--- config.mk ---
export PLATFORM = sky130hd
export DESIGN_NAME = lav_div
export DESIGN_NICKNAME = d
export VERILOG_FILES = /design/src/hw/rtl/lav_pkg.sv /design/src/hw/rtl/lav_div.sv
export SDC_FILE = /design/constraint.sdc
export NUM_CORES = 2
export LEC_CHECK = 0
export BUFFER_PORTS_ARGS = -buffer_cell sky130_fd_sc_hd__buf_4
export CAP_MARGIN = 20
export CORE_MARGIN = 2
export CORE_UTILIZATION = 45
export DETAILED_ROUTE_END_ITERATION = 10
export GPL_TIMING_DRIVEN = 0
export PLACE_DENSITY_LB_ADDON = 0.1
export SETUP_SLACK_MARGIN = 0.5
export SYNTH_ARGS = -nofsm -noshare
export SYNTH_HDL_FRONTEND = slang
export SYNTH_SLANG_ARGS = --single-unit
export TNS_END_PERCENT = 20
--- constraint.sdc ---
create_clock -name clk_i -period 4.95 [get_ports clk_i]
set_input_delay 0.2475 -clock clk_i [delete_from_list [all_inputs] [get_ports clk_i]]
set_output_delay 0.2475 -clock clk_i [all_outputs]
set_load 0.1 [all_outputs]
--- src/hw/rtl/lav_pkg.sv ---
// ----------------------------------------------------------------------------
// lav_pkg
// Shared widths, row codes, result row type and rounding helper.
// ----------------------------------------------------------------------------
package lav_pkg;

  localparam int unsigned SQRT_STEPS  = 26;              // root bits
  localparam int unsigned RAD_W       = 2 * SQRT_STEPS;  // radicand bits
  localparam int unsigned ROOT_W      = SQRT_STEPS;
  localparam int unsigned QUO_W       = 17;              // quotient <= 2^16
  localparam int unsigned NUM_W       = 42;
  localparam int unsigned DEN_W       = ROOT_W;
  localparam int unsigned ITEM_CYCLES = 3;
  localparam int unsigned BUSY_W      = 2;
  // accept register .. final row register
  localparam int unsigned PIPE_LAT    = 3 + 2 * (SQRT_STEPS + 1 + QUO_W) + 7 + 6;

  typedef logic [1:0] row_idx_t;
  localparam row_idx_t ROW_SIDE = 2'd0;
  localparam row_idx_t ROW_UP   = 2'd1;
  localparam row_idx_t ROW_FWD  = 2'd2;

  typedef struct packed {
    row_idx_t           row_index;
    logic signed [31:0] col_0;
    logic signed [31:0] col_1;
    logic signed [31:0] col_2;
    logic signed [31:0] col_3;
    logic               degenerate;
    logic               last_row;
  } row_t;

  // arithmetic shift right by k, rounding half away from zero
  function automatic logic signed [63:0] rnd_shr(input logic signed [63:0] x,
                                                input int unsigned k);
    logic [63:0] m;
    m = x[63] ? 64'(-x) : 64'(x);
    m = (m + (64'd1 << (k - 1))) >> k;
    return x[63] ? -$signed(m) : $signed(m);
  endfunction

endpackage

--- src/hw/rtl/lav_div.sv ---
// ----------------------------------------------------------------------------
// lav_div
// Pipelined restoring divider, one quotient bit per stage. The upper
// numerator bits must already be below the divisor.
// ----------------------------------------------------------------------------
module lav_div (
  input  logic                       clk_i,
  input  logic [lav_pkg::NUM_W-1:0]  num_i,
  input  logic [lav_pkg::DEN_W-1:0]  den_i,
  output logic [lav_pkg::QUO_W-1:0]  quo_o
);
  import lav_pkg::*;

  logic [DEN_W-1:0] rem_q [QUO_W];
  logic [QUO_W-1:0] low_q [QUO_W];
  logic [DEN_W-1:0] den_q [QUO_W];
  logic [QUO_W-1:0] quo_q [QUO_W];

  for (genvar k = 0; k < QUO_W; k++) begin : g_step
    logic [DEN_W-1:0] rem_in;
    logic [QUO_W-1:0] low_in;
    logic [DEN_W-1:0] den_in;
    logic [QUO_W-1:0] quo_in;
    logic [DEN_W:0]   rem2;
    logic             ge;

    if (k == 0) begin : g_first
      assign rem_in = DEN_W'(num_i[NUM_W-1:QUO_W]);
      assign low_in = num_i[QUO_W-1:0];
      assign den_in = den_i;
      assign quo_in = '0;
    end else begin : g_next
      assign rem_in = rem_q[k-1];
      assign low_in = low_q[k-1];
      assign den_in = den_q[k-1];
      assign quo_in = quo_q[k-1];
    end

    assign rem2 = {rem_in, low_in[QUO_W-1]};
    assign ge   = (rem2 >= {1'b0, den_in});

    always_ff @(posedge clk_i) begin
      rem_q[k] <= ge ? DEN_W'(rem2 - {1'b0, den_in}) : DEN_W'(rem2);
      low_q[k] <= low_in << 1;
      den_q[k] <= den_in;
      quo_q[k] <= {quo_in[QUO_W-2:0], ge};
    end
  end

  assign quo_o = quo_q[QUO_W-1];

endmodule

==> flow_summary.yaml <==
detailed_routing:
  vias_per_cell: 5.20
  vias: 37212
  totalWireLength_mm: 127
  routedWlPerCell_um: 17.8
  postRouteAntennaNets: 0
  first_pass_iters: 6
  drc: 0
  drtIter0Drc: 2690
grt:
  grt_usage: 0.221
  globalRouteOverflowTotal: 0
  top_usage_layer: "met2"
  grt_max_degree: 19
  gr-usage-met2: 0.352
  grtUsageMet3: 0.0352
  met1_usage: 0.301
  grt_pass1_vias: 35252
  grt_pass1_wl_mm: 197
  antenna_found_initial: 4
yosys:
  ys_ff_latch: 1121
  async_flop_share: 0
  syn_avg_cell_area_um2: 9.41
  ys.flop_type: "dfxtp_1"
  syn_inst: 5308
  mappedNetlistArea_um2: 49900
  syn_nets: 5835
  ys_seq_area_frac: 0.449
  ys_types: 91
  synth_edf_count: 0
  yosysWarnings: 0
worst_setup_path:
  critical_path_class: "reg -> reg"
  cp-startpoint: "den_q[0][160]"
  timing.critical_path.fanout_max: 10
  crit_required_ps: 5470
  worst_setup_path_end_kind: "flop"
  r2r_slack_ps: 920
  cp-start-kind: "flop"
  r2r-end: "rem_q[0][201]"
  r2r-start: "den_q[0][160]"
  reg2reg_depth: 13
  crit_end: "rem_q[0][201]"
  worstPathArrival_ps: 4550
floorplanning:
  die-width_um: 337
  initial_core_util: 0.452
  core_um2: 110000
  dieHeight_um: 337
  rows: 122
  ios: 86
  dieArea_um2: 114000
power_and_ir_drop:
  switching_share: 0.398
  ir_worst_vdd_v: 0.000386
  power.share.sequential: 0.310
  clkPwrFrac: 0.216
  p_sw_mw: 17.2
  total_power_mw: 43.2
  power.leakage_nw: 26.5
  p_int_mw: 26.0
  p_comb_frac: 0.475
  p_per_area_nw_per_um2: 753
timing:
  setup_viol: 0
  hold_viol: 0
  tightest_slew_ps: 992
  hold_ws_ps: 177
  max_freq_mhz: 248
  maxSlewHeadroom: 0.334
  min_period_over_period: 0.813
  period_minus_slack_ps: 4030
  slew_violations: 0
  fin_skew_ps: 39.8
  rsz0062_at_grt: "no"
  fin_setup_tns_ps: 0
flow_run:
  max_cap_viol_count: 0
clock_network:
  post_cts_buffers: 0
  cts.sinks: 1121
  cts-root-buf: "clkbuf_16"
  cts_resized: 0
  cts_tree: "done"
  cts_max_level: 3
  clk_latency_ps: 720
  cts-buffers-inserted: 114
  clk_pin_slew_ps: 60
  cts_buffer_depth: 3
layout:
  final_cell_mix: "1,121 x dfxtp_1, 596 x inv_1, 442 x ha_1"
  syn_to_final_growth_pct: 14.8
  postLayoutCellArea_um2: 57300
  mostFrequentLayoutCell: "dfxtp_1"
  drive_above_1_share: 0.0904
  fin_nets: 6104
run_status:
  run_status: "finished clean"
place:
  placed_area_um2: 52400
  portBuffers: 85
  place_congestion: 0.917
  hpwlAfterDp_mm: 101
hold_path:
  hold_path.class: "in -> reg"
-- kinds of logic (layout without fill, tap and decap cells) --
kind of cell,after synthesis,in the layout,synth area share
compound gates,1405,1405,0.177
xor+xnor,353,353,0.0619
mux,169,169,0.0377
buf+inv,725,1089,0.0557
simple gates,1077,1077,0.101
flops,1121,1121,0.449
fa+ha+maj,458,458,0.117
other cells,0,2,0
-- worst min-delay path by stage --
| stage | startpoint | to | slack, ps | cells past startpoint |
|---|---|---|---|---|
| 2_1_floorplan | den_i[0] | den_q[0][0] | 280 | 0 |
| 3_3_place_gp | quo_q[13][3] | quo_q[14][4] | 310 | 0 |
| 3_5_place_dp | low_q[0][4] | low_q[0][21] | 310 | 0 |
| 4_1_cts | num_i[11] | low_q[0][11] | 120 | 2 |
| 5_1_grt | num_i[5] | low_q[0][5] | 150 | 2 |
| 6_report | num_i[8] | low_q[0][8] | 180 | 2 |
-- cell type report --
| class | count | area [um2] |
|---|---|---|
| fillers | 10264 | 53100 |
| clock inverters | 63 | 997 |
| plain buffers | 128 | 541 |
| flip-flops and latches | 1121 | 22400 |
| well taps | 1488 | 1860 |
| inverters | 597 | 2240 |
| multi-input cells | 3462 | 24700 |
| repair buffers | 153 | 1320 |
| clock buffers | 148 | 3190 |
| diodes | 2 | 5.00 |
-- synth_stat cells, types with 8 or more instances --
library cell  count  share of area
nand3_1          78         0.0078
buf_2            25         0.0025
nor3_1           57         0.0057
or3_1            10         0.0013
ha_1            442           0.11
nor3b_1           8         0.0012
o21a_1           50         0.0075
nor2_1          225          0.017
a21oi_1         397          0.040
a2111oi_0        12         0.0021
fa_1             16         0.0064
a31oi_1          53         0.0066
nand4_1          77         0.0096
nor2b_1          46         0.0058
mux2i_1          17         0.0034
dfxtp_1        1121           0.45
xor2_1          145          0.025
and2_1           12         0.0015
o21ai_1          10         0.0010
a211o_1          18         0.0032
o211ai_1         27         0.0041
or2_2            16         0.0020
o21bai_1         62         0.0093
a221oi_1         10         0.0018
o21ai_0         388          0.039
a211oi_1         22         0.0033
xnor2_1         208          0.036
a31o_2            8         0.0014
o31ai_1          26         0.0039
o31a_1            9         0.0016
o221ai_1         10         0.0018
clkbuf_1         94         0.0071
nand2b_1         43         0.0054
mux2_2          149          0.034
and3_1           44         0.0055
a21o_1          200          0.030
nand2_1         415          0.031
nor4_1           18         0.0023
a221o_1          10         0.0020
inv_1           596          0.045
-- per-layer routing --
layer  wire length (um)  vias to the layer above
met2              56500                      829
met5                 13                        -
met3               6820                      199
li1                   -                    18857
met4               4360                        2
met1              59600                    17325
-- critical path: stages (launching register included) --
cell and delay [ps]:
dfxtp_1 450, inv_1 80, ha_1 360, nand2_1 180
o21ai_0 330, o21ai_0 270, a2111oi_0 720, o21ai_0 330
o21ai_1 270, a31oi_1 160, buf_2 240, buf_2 240
nand2_1 90, o21ai_0 120
-- power groups by stage --
stage                     logic, mW  clock network, mW  registers [mW]
after floorplan                15.2                  0            13.2
after global placement         20.1                  0            13.6
after detailed placement       20.2                  0            13.6
after CTS                      20.4               9.57            13.4
after global routing           22.8               9.95            13.6
final                          20.5               9.31            13.4
-- metrics by stage --
stage                     std cells  setup slack (ps)  utilization
after floorplan                5308              1860            -
after global placement         6881               922        0.475
after detailed placement       6881               989        0.475
after CTS                      7160               959        0.519
after global routing           7161               596        0.519
final                          7162               923        0.519
-- state kept, by name, summed over array words and instances (netlist names) --
register  cells
quo_q       153
den_q       416
low_q       136
rem_q       416
-- what timing repair did --
| action | 4_1_cts | 5_1_grt |
|---|---|---|
| hold endpoints to repair | 68 | 0 |
| hold buffers | 68 | 0 |
| endpoints found under the setup margin | 0 | 0 |
(Power assumes the default switching activity.)
