--- config.mk ---
export PLATFORM = sky130hd
export DESIGN_NAME = lav_sqrt
export DESIGN_NICKNAME = d
export VERILOG_FILES = /design/src/hw/rtl/lav_pkg.sv /design/src/hw/rtl/lav_sqrt.sv
export SDC_FILE = /design/constraint.sdc
export NUM_CORES = 2
export LEC_CHECK = 0
export BUFFER_PORTS_ARGS = -buffer_cell sky130_fd_sc_hd__clkbuf_2
export CAP_MARGIN = 20
export CORE_AREA = 2 2 495 497
export CTS_CLUSTER_DIAMETER = 80
export CTS_CLUSTER_SIZE = 16
export DETAILED_ROUTE_END_ITERATION = 8
export DIE_AREA = 0 0 497 499
export PLACE_DENSITY = 0.49
export SYNTH_ARGS = -nofsm -noshare
export SYNTH_HDL_FRONTEND = slang
export SYNTH_SLANG_ARGS = --single-unit
--- constraint.sdc ---
create_clock -name clk_i -period 5.7 [get_ports clk_i]
set_input_delay 0.285 -clock clk_i [delete_from_list [all_inputs] [get_ports clk_i]]
set_output_delay 0.285 -clock clk_i [all_outputs]
set_load 0.1 [all_outputs]
--- src/hw/rtl/lav_pkg.sv ---
// ----------------------------------------------------------------------------
// lav_pkg
// Shared widths, row codes, result row type and rounding helper.
// ----------------------------------------------------------------------------
package lav_pkg;

  localparam int unsigned SQRT_STEPS  = 26;              // root bits
  localparam int unsigned RAD_W       = 2 * SQRT_STEPS;  // radicand bits
  localparam int unsigned ROOT_W      = SQRT_STEPS;
  localparam int unsigned QUO_W       = 17;              // quotient <= 2^16
  localparam int unsigned NUM_W       = 42;
  localparam int unsigned DEN_W       = ROOT_W;
  localparam int unsigned ITEM_CYCLES = 3;
  localparam int unsigned BUSY_W      = 2;
  // accept register .. final row register
  localparam int unsigned PIPE_LAT    = 3 + 2 * (SQRT_STEPS + 1 + QUO_W) + 7 + 6;

  typedef logic [1:0] row_idx_t;
  localparam row_idx_t ROW_SIDE = 2'd0;
  localparam row_idx_t ROW_UP   = 2'd1;
  localparam row_idx_t ROW_FWD  = 2'd2;

  typedef struct packed {
    row_idx_t           row_index;
    logic signed [31:0] col_0;
    logic signed [31:0] col_1;
    logic signed [31:0] col_2;
    logic signed [31:0] col_3;
    logic               degenerate;
    logic               last_row;
  } row_t;

  // arithmetic shift right by k, rounding half away from zero
  function automatic logic signed [63:0] rnd_shr(input logic signed [63:0] x,
                                                input int unsigned k);
    logic [63:0] m;
    m = x[63] ? 64'(-x) : 64'(x);
    m = (m + (64'd1 << (k - 1))) >> k;
    return x[63] ? -$signed(m) : $signed(m);
  endfunction

endpackage

--- src/hw/rtl/lav_sqrt.sv ---
// ----------------------------------------------------------------------------
// lav_sqrt
// Pipelined digit-by-digit integer square root, one root bit per stage.
// ----------------------------------------------------------------------------
module lav_sqrt (
  input  logic                        clk_i,
  input  logic [lav_pkg::RAD_W-1:0]   rad_i,
  output logic [lav_pkg::ROOT_W-1:0]  root_o
);
  import lav_pkg::*;

  localparam int unsigned REM_W = ROOT_W + 3;

  logic [RAD_W-1:0]  rad_q  [SQRT_STEPS];
  logic [REM_W-1:0]  rem_q  [SQRT_STEPS];
  logic [ROOT_W-1:0] root_q [SQRT_STEPS];

  for (genvar k = 0; k < SQRT_STEPS; k++) begin : g_step
    logic [RAD_W-1:0]  rad_in;
    logic [REM_W-1:0]  rem_in;
    logic [REM_W-1:0]  rem2;
    logic [REM_W-1:0]  trial;
    logic [ROOT_W-1:0] root_in;
    logic              ge;

    if (k == 0) begin : g_first
      assign rad_in  = rad_i;
      assign rem_in  = '0;
      assign root_in = '0;
    end else begin : g_next
      assign rad_in  = rad_q[k-1];
      assign rem_in  = rem_q[k-1];
      assign root_in = root_q[k-1];
    end

    // bring down the next two radicand bits, try root*4+1
    assign rem2  = {rem_in[REM_W-3:0], rad_in[RAD_W-1 -: 2]};
    assign trial = REM_W'({root_in, 2'b01});
    assign ge    = (rem2 >= trial);

    always_ff @(posedge clk_i) begin
      rad_q[k]  <= rad_in << 2;
      rem_q[k]  <= ge ? (rem2 - trial) : rem2;
      root_q[k] <= {root_in[ROOT_W-2:0], ge};
    end
  end

  assign root_o = root_q[SQRT_STEPS-1];

endmodule

==> results.yml <==
run_status:
  status: "complete, no violations"
detailed_routing:
  drc: 0
  wl_per_cell_um: 13.7
  drt_wl_total_um: 128000
  via_count: 39600
  ant_nets: 0
  drt_iter0_drc: 2161
  vias_per_cell: 4.24
  drtPass1Iterations: 7
place:
  post_dp_cell_area_um2: 64600
  dp_hpwl_um: 97700
  port_buffers: 78
  gp_congestion: 0.844
layout:
  final_nets: 6530
  fin_area_um2: 68700
  regArea_um2: 32800
  area_growth_pct: 13.7
  fillers: 25100
  multi_input_area_um2: 25300
  final_layout_size_suffix_gt1_share_pct: 6.15
die:
  ioPinCount: 79
  start_util_pct: 24.9
  dieArea_um2: 248000
  core_um2: 243000
  fp.dieH_um: 499
  row_count: 181
  fp.dieW_um: 497
power:
  power_density_nw_per_um2: 409
  combPwrFrac_pct: 18.7
  p_leak_uw: 0.0314
  intPower_uw: 19800
  pwr-share-clk_pct: 28.7
  p_switching_uw: 8250
  seqPwrFrac_pct: 52.6
  peakVddDrop_mv: 0.264
  swShare_pct: 29.4
worst_setup_path:
  r2r_start: "root_q[1][104]"
  path_class: "reg -> reg"
  reg2regPathDepth: 9
  cp_slowest_cell: "a2111oi_0"
  cp_slowest_stage_delay_ns: 0.74
  worstPathCellList: "inv_1 -> ha_1 -> o21ai_0 -> a2111oi_0 -> a221oi_1 -> nor4b_1 -> o2111a_1 -> or2_2 -> mux2_2"
  critPathLaunchType: "flop"
  cp.required_ns: 6.34
  worst-path-buf-inv: 1
  end_kind: "flop"
  r2r_setup_slack_ns: 1.72
  crit_fanout: 38
  worstReg2RegEnd: "rem_q[1][156]"
  crit_arrival_ns: 4.62
  cp-startpoint: "root_q[1][104]"
  cp_top_family: "compound AO/OA/AOI/OAI gates"
synth:
  netlist.area_leader.share_pct: 54.4
  syn_area_per_cell_um2: 10.2
  syn_area_um2: 60400
  yosys.area.top_type: "dfxtp_1"
  synth-main-ff-cell: "dfxtp_1"
  synth-seq-area-share_pct: 54.4
  synthTopCellsByArea: "dfxtp_1 54%, ha_1 7.9%, xnor2_1 3.7%"
  synth.distinct_cells: 86
  synth_edf_count: 0
  syn_nets: 6368
  syn-instance-count: 5936
  async_flop_share_pct: 0
  yosys_warnings: 0
  synth_seq_cells: 1640
cts:
  cts_setup_buffers: 0
  clk_latency_ns: 0.80
  h-tree-depth: 3
  clockRootBuffer: "clkbuf_16"
  path_clk_slew_ns: 0.07
  cts_buffers: 119
  clk_path_buf_depth: 3
  cts_tree: "done"
  cts_sinks: 1640
  cts.repair.resized: 0
min_path:
  hold_path_class: "in -> reg"
  hp-start: "rad_i[37]"
  worstHoldEndpoint: "rad_q[0][37]"
  min_path_cells: 2
timing:
  max_slew.worst_pin.slew_ns: 1.07
  whs_ns: 0.112
  setup_viol: 0
  clock_skew_ns: 0.0664
  maxSlewViolCount: 0
  rsz0062_at_grt: "false"
  final_hold_viol_count: 0
  final.setup.tns_ns: 0
  finalCriticalPeriod_ns: 3.98
  timing.fmax_mhz: 252
  slew_headroom_pct: 28.3
  min_period_over_period_pct: 69.8
global_route:
  grt_max_degree: 46
  grt_pass1_wl_um: 206000
  grt.overflow.total: 0
  grt_pass1_vias: 39200
  antenna_found_initial: 2
  grt.total_usage_pct: 10.1
flow_run:
  cap_violations: 0
synth_stat cells, types with 10 or more instances:
| master | number |
|---|---|
| o41ai_1 | 10 |
| nor4b_1 | 12 |
| a31o_2 | 14 |
| a211o_1 | 14 |
| o21a_1 | 87 |
| o31ai_1 | 46 |
| o21bai_1 | 25 |
| xnor2_1 | 257 |
| nand2b_1 | 56 |
| or3_1 | 75 |
| nand3_1 | 101 |
| dfxtp_1 | 1640 |
| and4_1 | 13 |
| nor3_1 | 156 |
| a2111oi_0 | 13 |
| a21oi_1 | 306 |
| and2_1 | 31 |
| clkbuf_1 | 95 |
| a21o_1 | 148 |
| xor2_1 | 251 |
| nand4_1 | 58 |
| o21ai_0 | 291 |
| o211ai_1 | 20 |
| nor2_1 | 357 |
| nand4b_1 | 10 |
| a211oi_1 | 38 |
| and3_1 | 40 |
| buf_2 | 13 |
| a21boi_0 | 20 |
| mux2_2 | 57 |
| nor4_1 | 85 |
| a31oi_1 | 37 |
| nor2b_1 | 47 |
| ha_1 | 379 |
| or2_2 | 30 |
| nand3b_1 | 19 |
| nand2_1 | 403 |
| or4_1 | 40 |
| nor3b_1 | 11 |
| inv_1 | 488 |
per-stage QoR:
stage / cells / utilization [%] / setup slack [ns] / power [uW]
after floorplan: 5936 / - / 2.75 / 18600
after global placement: 9122 / 26.6 / 1.87 / 20200
after detailed placement: 9123 / 26.6 / 1.81 / 20200
after CTS: 9328 / 28.3 / 1.72 / 28500
after global routing: 9334 / 28.3 / 1.39 / 29700
final: 9334 / 28.3 / 1.72 / 28000
worst reg2reg max path: stages, from the launching register on:
cell,delay [ns]
dfxtp_1,0.35
inv_1,0.05
ha_1,0.33
o21ai_0,0.16
a2111oi_0,0.74
a221oi_1,0.35
nor4b_1,0.55
o2111a_1,0.26
or2_2,0.59
mux2_2,0.44
power by group through the flow:
stage | clock network (uW) | logic [uW] | registers, uW
3_5_place_dp | 0 | 5200 | 15000
3_3_place_gp | 0 | 5140 | 15000
4_1_cts | 8470 | 5260 | 14800
5_1_grt | 8870 | 5890 | 15000
6_report | 8040 | 5240 | 14800
2_1_floorplan | 0 | 4050 | 14500
logic make-up after synthesis:
family                   Yosys count  synth area share [%]
adder cells (fa/ha/maj)          379                  7.85
AO/OA/AOI/OAI                   1172                  12.4
multiplexers                      66                  1.21
XOR/XNOR                         508                  7.37
AND/OR/NAND/NOR                 1566                  13.0
other                              1               0.00621
buffers and inverters            604                  3.80
flip-flops                      1640                  54.4
registers in the layout, indices dropped and copies added, names as in the netlist:
register	count
rad_q	650
rem_q	639
root_q	351
per-layer routing:
metal | part of all wire [%] | vias to the layer above | global-route usage, % | wire [um]
met5 | 0 | - | 0 | 0
met4 | 4.1 | 0 | 4.31 | 5250
met3 | 3.4 | 248 | 1.68 | 4370
met2 | 45 | 623 | 16.7 | 57600
met1 | 47 | 18100 | 12.9 | 60600
li1 | - | 20600 | - | -
repair_timing:
item | in CTS | in global routing
endpoints found under the hold margin | 53 | 0
setup endpoints to repair | 0 | 0
hold buffers | 53 | 0
worst max-delay path by stage:
stage                    end  slack [ns]  depth (start not counted)
3_3_place_gp   rem_q[1][149]        1.87                          9
5_1_grt        rem_q[1][169]        1.39                         10
6_report       rem_q[1][156]        1.72                          9
4_1_cts        rem_q[1][156]        1.72                          9
2_1_floorplan  rem_q[0][459]        2.75                         10
3_5_place_dp   rem_q[1][156]        1.81                          9
area by class of cell:
| cell class | count | area share, % |
|---|---|---|
| well taps | 3202 | 5.84 |
| flip-flops and latches | 1640 | 47.8 |
| clock inverters | 24 | 0.561 |
| repair buffers | 157 | 1.69 |
| inverters | 488 | 2.67 |
| clock buffers | 128 | 4.51 |
| multi-input cells | 3692 | 36.9 |
| diodes | 3 | 0.0109 |
placed cells by master, fill, tap and decap left out, drive strengths merged, types with 24 or more instances in the layout:
| cell type | netlist | final |
|---|---|---|
| nand2 | 403 | 403 |
| a21o | 148 | 148 |
| or2 | 30 | 30 |
| a211oi | 38 | 38 |
| and2 | 31 | 31 |
| a21oi | 307 | 307 |
| or4 | 42 | 42 |
| o31ai | 46 | 46 |
| inv | 488 | 496 |
| xnor2 | 257 | 257 |
| and3 | 40 | 40 |
| nor2b | 47 | 47 |
| nor4 | 88 | 88 |
| or3 | 75 | 75 |
| dlygate4sd3 | 0 | 53 |
| xor2 | 251 | 251 |
| nand2b | 56 | 56 |
| nor3 | 157 | 157 |
| buf | 21 | 24 |
| o21bai | 25 | 25 |
| ha | 379 | 379 |
| nand3 | 101 | 101 |
| o21ai | 293 | 293 |
| mux2 | 57 | 57 |
| nor2 | 357 | 357 |
| dfxtp | 1640 | 1640 |
| o21a | 87 | 87 |
| a31oi | 37 | 37 |
| clkbuf | 95 | 206 |
| nand4 | 58 | 58 |
(Power assumes the default switching activity.)
